**src/rtl/core/irt_pkg.sv**
```systemverilog
package irt_pkg;

  localparam int unsigned TABLE_DEPTH = 16;
  localparam int unsigned IDX_W = (TABLE_DEPTH > 1) ? $clog2(TABLE_DEPTH) : 1;
  localparam int unsigned CNT_W = $clog2(TABLE_DEPTH + 1);

  typedef enum logic [1:0] {
    CMD_SEND = 2'd0,
    CMD_ACK  = 2'd1,
    CMD_DROP = 2'd2,
    CMD_TICK = 2'd3
  } cmd_e;

  typedef enum logic [2:0] {
    KIND_TRAP   = 3'd0,
    KIND_INFORM = 3'd1,
    KIND_RESEND = 3'd2,
    KIND_FAIL   = 3'd3,
    KIND_DONE   = 3'd4,
    KIND_FULL   = 3'd5
  } kind_e;

  typedef struct packed {
    cmd_e        cmd;
    logic [31:0] request_id;
    logic [7:0]  trap_id;
    logic [31:0] dest_ip;
    logic        is_inform;
    logic        build_ok;
    logic        replace_queued;
    logic [7:0]  retry_count;
    logic [23:0] timeout_ms;
    logic [31:0] now_ms;
  } item_t;

  typedef struct packed {
    kind_e            kind;
    logic [7:0]       out_trap_id;
    logic [31:0]      out_ip;
    logic [31:0]      out_request_id;
    logic [CNT_W-1:0] pending_count;
    logic             last;
  } result_t;

  typedef struct packed {
    logic        valid;
    logic [31:0] request;
    logic [7:0]  source;
    logic [31:0] address;
    logic [7:0]  retries;
    logic [23:0] wait_ms;
    logic [31:0] sent;
  } entry_t;

endpackage

```
**src/rtl/core/irt_cell.sv**
```systemverilog
module irt_cell (
  input  logic            clk_i,
  input  logic            rst_ni,
  input  logic            shift_i,
  input  irt_pkg::entry_t entry_i,
  output irt_pkg::entry_t entry_o
);
  import irt_pkg::*;

  logic   valid_q;
  entry_t data_q;

  always_ff @(posedge clk_i or negedge rst_ni) begin
    if (!rst_ni) begin
      valid_q <= 1'b0;
    end else if (shift_i) begin
      valid_q <= entry_i.valid;
    end
  end

  always_ff @(posedge clk_i) begin
    if (shift_i) begin
      data_q <= entry_i;
    end
  end

  always_comb begin
    entry_o       = data_q;
    entry_o.valid = valid_q;
  end

endmodule

```
**src/rtl/core/inform_retransmit_table.sv**
```systemverilog
// Table of up to TABLE_DEPTH outstanding informs, held in a ring of cells
// that rotates one slot per cycle while a command is processed, past a
// single processing point. Every command takes one full rotation, then the
// EMIT state forms its final result in a register from which the final beat
// is presented. A tick first takes an extra rotation to count the entries
// that survive. The next item can be accepted in the cycle after the final
// beat. Resends appear on res_o in slot order, registered from the last
// rotation, each for one cycle, and the final beat carries last. Results
// cannot be held off; busy stays high until the final beat is out.
module inform_retransmit_table (
  input  logic             clk_i,
  input  logic             rst_ni,
  input  logic             start,
  output logic             busy,
  input  irt_pkg::item_t   item_i,
  output irt_pkg::result_t res_o,
  output logic             res_valid_o
);
  import irt_pkg::*;

  typedef enum logic [1:0] {
    ST_IDLE,
    ST_COUNT,
    ST_SCAN,
    ST_EMIT
  } state_e;

  state_e           state_q;
  item_t            item_q;
  logic [IDX_W-1:0] step_q;
  logic [CNT_W-1:0] cnt_q;
  logic             stored_q;
  result_t          res_q;
  logic             res_valid_q;

  entry_t ring_q  [TABLE_DEPTH];
  entry_t ring_in [TABLE_DEPTH];
  entry_t head, head_new;
  logic   shift;
  logic   store_now, emit_now, survive, timed_out;
  logic   last_step;
  logic [31:0] elapsed;

  for (genvar i = 0; i < TABLE_DEPTH; i++) begin : g_cell
    if (i == TABLE_DEPTH - 1) begin : g_tail
      assign ring_in[i] = head_new;
    end else begin : g_mid
      assign ring_in[i] = ring_q[i+1];
    end
    irt_cell u_cell (
      .clk_i   (clk_i),
      .rst_ni  (rst_ni),
      .shift_i (shift),
      .entry_i (ring_in[i]),
      .entry_o (ring_q[i])
    );
  end

  assign head      = ring_q[0];
  assign shift     = (state_q == ST_COUNT) || (state_q == ST_SCAN);
  assign last_step = (step_q == IDX_W'(TABLE_DEPTH - 1));
  assign elapsed   = item_q.now_ms - head.sent;
  assign timed_out = head.valid && (elapsed > {8'd0, head.wait_ms});
  assign survive   = head.valid && !(timed_out && (head.retries == 8'd0));

  always_comb begin
    head_new  = head;
    store_now = 1'b0;
    emit_now  = 1'b0;
    if (state_q == ST_SCAN) begin
      unique case (item_q.cmd)
        CMD_SEND: begin
          if (item_q.build_ok) begin
            if (item_q.replace_queued && head.valid && head.source == item_q.trap_id) begin
              head_new.valid = 1'b0;
            end
            if (item_q.is_inform && !stored_q && !head_new.valid) begin
              store_now        = 1'b1;
              head_new.valid   = 1'b1;
              head_new.request = item_q.request_id;
              head_new.source  = item_q.trap_id;
              head_new.address = item_q.dest_ip;
              head_new.retries = item_q.retry_count;
              head_new.wait_ms = item_q.timeout_ms;
              head_new.sent    = item_q.now_ms;
            end
          end
        end
        CMD_ACK: begin
          if (head.valid && head.request == item_q.request_id) head_new.valid = 1'b0;
        end
        CMD_DROP: begin
          if (head.valid && head.source == item_q.trap_id) head_new.valid = 1'b0;
        end
        CMD_TICK: begin
          if (timed_out) begin
            if (head.retries == 8'd0) begin
              head_new.valid = 1'b0;
            end else begin
              emit_now         = 1'b1;
              head_new.sent    = item_q.now_ms;
              head_new.retries = head.retries - 8'd1;
            end
          end
        end
        default: ;
      endcase
    end
  end

  always_ff @(posedge clk_i or negedge rst_ni) begin
    if (!rst_ni) begin
      state_q     <= ST_IDLE;
      step_q      <= '0;
      cnt_q       <= '0;
      stored_q    <= 1'b0;
      res_valid_q <= 1'b0;
    end else begin
      res_valid_q <= 1'b0;
      unique case (state_q)
        ST_IDLE: begin
          if (start && !busy) begin
            step_q   <= '0;
            cnt_q    <= '0;
            stored_q <= 1'b0;
            state_q  <= (item_i.cmd == CMD_TICK) ? ST_COUNT : ST_SCAN;
          end
        end
        ST_COUNT: begin
          if (survive) cnt_q <= cnt_q + CNT_W'(1);
          step_q <= last_step ? '0 : step_q + IDX_W'(1);
          if (last_step) state_q <= ST_SCAN;
        end
        ST_SCAN: begin
          // A tick already knows its final count from the first rotation.
          if (item_q.cmd != CMD_TICK && head_new.valid) cnt_q <= cnt_q + CNT_W'(1);
          if (store_now) stored_q <= 1'b1;
          res_valid_q <= emit_now;
          step_q <= last_step ? '0 : step_q + IDX_W'(1);
          if (last_step) state_q <= ST_EMIT;
        end
        ST_EMIT: begin
          res_valid_q <= 1'b1;
          state_q     <= ST_IDLE;
        end
        default: state_q <= ST_IDLE;
      endcase
    end
  end

  always_ff @(posedge clk_i) begin
    if (state_q == ST_IDLE && start && !busy) begin
      item_q <= item_i;
    end
    if (state_q == ST_SCAN) begin
      res_q.kind           <= KIND_RESEND;
      res_q.out_trap_id    <= head.source;
      res_q.out_ip         <= head.address;
      res_q.out_request_id <= head.request;
      res_q.pending_count  <= cnt_q;
      res_q.last           <= 1'b0;
    end else if (state_q == ST_EMIT) begin
      res_q.out_trap_id    <= item_q.trap_id;
      res_q.out_ip         <= item_q.dest_ip;
      res_q.out_request_id <= item_q.request_id;
      res_q.pending_count  <= cnt_q;
      res_q.last           <= 1'b1;
      if (item_q.cmd != CMD_SEND) begin
        res_q.kind <= KIND_DONE;
      end else if (!item_q.build_ok) begin
        res_q.kind <= KIND_FAIL;
      end else if (!item_q.is_inform) begin
        res_q.kind <= KIND_TRAP;
      end else if (stored_q) begin
        res_q.kind <= KIND_INFORM;
      end else begin
        res_q.kind <= KIND_FULL;
      end
      if (item_q.cmd != CMD_SEND || !item_q.build_ok) begin
        res_q.out_trap_id    <= '0;
        res_q.out_ip         <= '0;
        res_q.out_request_id <= '0;
      end
    end
  end

  assign busy        = (state_q != ST_IDLE) || res_valid_q;
  assign res_o       = res_q;
  assign res_valid_o = res_valid_q;

endmodule

```
**config.mk**
```make
export PLATFORM = sky130hd
export DESIGN_NAME = inform_retransmit_table
export DESIGN_NICKNAME = d
export VERILOG_FILES = /design/src/rtl/core/irt_pkg.sv /design/src/rtl/core/irt_cell.sv /design/src/rtl/core/inform_retransmit_table.sv
export SDC_FILE = /design/constraint.sdc
export NUM_CORES = 2
export LEC_CHECK = 0
export BUFFER_PORTS_ARGS = -buffer_cell sky130_fd_sc_hd__clkbuf_2
export CORE_ASPECT_RATIO = 0.8
export CORE_MARGIN = 2
export CORE_UTILIZATION = 40
export CTS_CLUSTER_SIZE = 28
export DETAILED_ROUTE_END_ITERATION = 7
export HOLD_SLACK_MARGIN = 0.05
export PLACE_DENSITY = 0.61
export SLEW_MARGIN = 20
export SYNTH_ARGS = -nofsm -noshare
export SYNTH_HDL_FRONTEND = slang
export SYNTH_HIERARCHICAL = 1
export SYNTH_SLANG_ARGS = --single-unit
```
**constraint.sdc**
```tcl
create_clock -name clk_i -period 150.5 [get_ports clk_i]
set_input_delay 15.05 -clock clk_i [delete_from_list [all_inputs] [get_ports clk_i]]
set_output_delay 15.05 -clock clk_i [all_outputs]
set_load 0.02 [all_outputs]
```
==> results <==
- For this run, the slowest stage of the critical path takes 0.42 ns.
- Across the VDD grid, the largest voltage drop is 0.0000286 V.
- Global routing consumed, over all layers together, 11.8% of the routing resources.
- The biggest area contributor in the post-synthesis netlist is sky130_fd_sc_hd__edfxtp_1.
- The clock period could shrink to 16.91 ns.
- The number of nets in the synthesized netlist is 3552.
- The CTS root buffer is sky130_fd_sc_hd__clkbuf_16.
- The overall routed net length is 123000 um.
- The areal power density over the cells is 26.2 mW/mm^2.
- The buffers inserted during post-CTS setup optimization is 0.
- The detailed-route DRC error count is 0.
- The first global-routing pass estimated 181000 um of wire.
- The share of layout cells above drive strength 1 is 17.8%.
- Clock tree synthesis inserted a total of 216 buffers.
- For this run, the post-layout net count is 3965.
- The number of gates resized after CTS is 0.
- From left edge to right edge, the die measures 502 um.
- The arrival time reported for the critical path endpoint is 1.86 ns.
- Max-cap violations in this run came to 0.
- The vertical die dimension is 403 um.
- The final count of hold timing violations came to 0.
- After routing, the total negative slack on setup checks comes to 0 ns.
- Static timing analysis puts the maximum clock frequency at 0.0591 GHz.
- The count of routing violations after the opening detailed-route iteration is 3493.
- The kind of launch point of the worst setup path is a flop.
- In the post-synthesis netlist, the biggest area contributors are sky130_fd_sc_hd__edfxtp_1, sky130_fd_sc_hd__mux2_2, sky130_fd_sc_hd__a22o_1.
- Clock latency on the worst-skew pair, taken at its later pin, is 0.83 ns.
- The maximum number of pins on one net before global-route repair is 201.
- The worst clock skew is 0.0619 ns.
- Setup violations remaining at the end of the flow were counted as 0.
- The number of warnings issued by yosys is 6.
- The critical path is of the reg -> out type.
- In this run the tool buffered the top-level ports with 226 buffer cells.
- The combined buffer and inverter count along the critical path is 2.
- The number of flip-flops and latches in the synthesized netlist is 2427.
- Of all nets on the critical path, the largest fanout is 4.
- The maximum number of buffers from clock root to sink is 3.
- The filler cell count is 16300.
- The required time at the worst-slack endpoint is 135.45 ns.
- Using the TritonRoute via totals, the vias-per-cell ratio works out to 4.72.
- The slew at the pin closest to its max-slew limit is 1.10 ns.
- The number of top-level pins is 227.
- Setup repair after global routing left no endpoint under its margin.
- The final route contains 31200 vias.
- After synthesis, the most frequently instantiated cells are sky130_fd_sc_hd__edfxtp_1, sky130_fd_sc_hd__a22o_1, sky130_fd_sc_hd__mux2_2.
- The CTS H-tree depth is 4.
- Routability-driven placement finished with a final weighted congestion of 0.860.
- The share of Yosys cell area claimed by the top area cell type is 90.5%.
- After detailed routing, the average wire length per cell comes to 18.6 um.
- The number of nets with antenna violations after detailed routing is 0.
- The clock transition at the register clock pins on the worst setup and hold paths after CTS is 0.07 ns.
- The placeable core region is 0.198 mm^2.
- The gate count after technology mapping is 3340.
- Dividing the final minimum period by the clock period gives 11.2%.
- The worst pin sits at a relative slew slack of 26.4%.
- Yosys instantiated no cell more often than sky130_fd_sc_hd__edfxtp_1.
- The largest individual stage delay along the critical path comes from the cell sky130_fd_sc_hd__dfrtp_1.
- The run finished with clean final reports.
- TritonCTS built the clock tree.
- The overall die area is 0.202 mm^2.
- The detailed placer's ending HPWL is 71100 um.
- The part of the Yosys area used for sequential elements is 91.5%.
- The number of pins exceeding their max-slew limit in the final report is 0.
- The critical path goes through inv_1, ha_4, nand2b_1, clkbuf_2.
- The post-synthesis cell area is 0.0795 mm^2.
- The placed instance count is 6199.
- The final cell count without fillers is 6601.
- The average instance in the mapped netlist occupies 23.8 um^2.
- The family with the most delay on the worst path is flip-flops.
- The number of antenna violations at the first check in global routing is 23.
- The proportion of synthesized flip-flops having asynchronous set or reset is 1.19%.
- For this design, the CTS-stage hold fixing added 0 buffers.
- Global routing finished with a remaining overflow of 0.
- The clock sink count is 2427.
- The number of enable-type register cells in the synthesized netlist is 2394.
- STA classifies the critical path endpoint as a primary output.
- The initial cell density of the core is 40.2%.
- The analysis attributes to cell leakage a power of 0.0310 uW.
- Relative to the synthesized area, the layout overhead comes to 14.5%.
- The most used flip-flop cell after synthesis is sky130_fd_sc_hd__edfxtp_1.
- The floorplan has 146 rows.
- For this run, the detailed router's first-pass iteration total came to 5.
- The tightest min-delay check is of the reg -> reg type.
- The number of global-route vias before repair is 30100.
- In this run, distinct cell masters in the synthesized netlist total 75.
==> layout make-up <==
cell class	instances	area [um^2]	share of cell area [%]
tap	2664	3330	3.66
clock inverter	141	1490	1.64
timing repair buffer	263	1450	1.59
clock buffer	260	5580	6.13
inverter	82	318	0.349
sequential	2427	72700	79.9
multi-input combinational	763	6160	6.77
antenna	1	2.50	0.00275
==> worst paths after layout <==
path / start / to / slack (ns) / cells after the start
max in group asynchronous: rst_ni / step_q[2] / 135.68 / 1
min in group asynchronous: rst_ni / stored_q / 14.31 / 1
worst min-delay path: g_cell[15].u_cell/entry_o[57] / g_cell[14].u_cell/entry_o[57] / 0.37 / 0
worst min register to register: g_cell[15].u_cell/entry_o[57] / g_cell[14].u_cell/entry_o[57] / 0.37 / 0
worst max-delay path: state_q[0] / busy / 133.59 / 4
worst max register to register: item_q[0] / g_cell[15].u_cell/entry_o[4] / 143.97 / 26
==> flip-flops by register name, indices dropped and copies added, names as in the netlist <==
name / flops
item_q: 141
g_cell.u_cell/valid_q: 16
res_valid_o: 1
stored_q: 1
step_q: 4
state_q: 2
res_o: 81
g_cell.u_cell/entry_o: 2176
cnt_q: 5
==> power by group <==
group | leakage [uW] | internal (uW) | switching, uW
Combinational | 0.00392 | 92.7 | 318
Sequential | 0.0237 | 1320 | 118
Clock | 0.00341 | 300 | 240
Total | 0.0310 | 1710 | 676
==> kinds of logic (layout without fill, tap and decap cells) <==
family / Yosys count / after routing / share of synthesized area, %
AO/OA/AOI/OAI: 304 / 304 / 2.84
XOR/XNOR: 65 / 65 / 0.716
adder cells (fa/ha/maj): 68 / 68 / 1.08
buffers and inverters: 150 / 746 / 0.825
flip-flops: 2427 / 2427 / 91.5
multiplexers: 116 / 116 / 1.72
other: 0 / 1 / 0
AND/OR/NAND/NOR: 210 / 210 / 1.35
==> metal layers <==
metal,part of all wire (%),GRT usage [%]
met5,0.046,0
met4,3.0,4.25
met3,5.2,2.69
met2,42,16.0
met1,50,18.5
==> per-stage QoR <==
stage	setup slack [ns]	util, %	total power (uW)	hold WS (ns)	cell area, um^2
finish	133.59	46.1	2390	0.369	91000
global route	133.47	46.1	2510	0.379	91000
CTS	133.49	46.1	2420	0.369	91000
detailed placement	133.13	42.5	1870	0.405	84000
global placement	133.16	42.5	1830	0.400	84000
floorplan	99.07	-	2690	0.400	79500
==> placed cells by master, fill, tap and decap left out, drive strengths merged, types with 5 or more instances in the layout <==
cell type  Yosys  routed
a211o          5       5
nor2b          5       5
a21oi         54      54
or2            5       5
bufinv         0      19
nor2          44      44
a21o          10      10
buf           39      37
clkinv         0     102
clkbuf        29     486
clkinvlp       0       7
xnor2         40      40
o21a          14      14
edfxtp      2394    2394
nand4         25      25
a211oi         5       5
and3           6       6
o211ai        14      14
xor2          25      25
or3            6       6
a31o           6       6
ha            67      67
nor4          10      10
nand3         17      17
dfrtp         29      29
nand2b         5       5
mux2         114     114
o21ai         40      40
nand2         56      56
nand3b         5       5
a31oi          6       6
a22o         106     106
nor3          13      13
inv           82      95
Power figures use the tool's default switching activity.
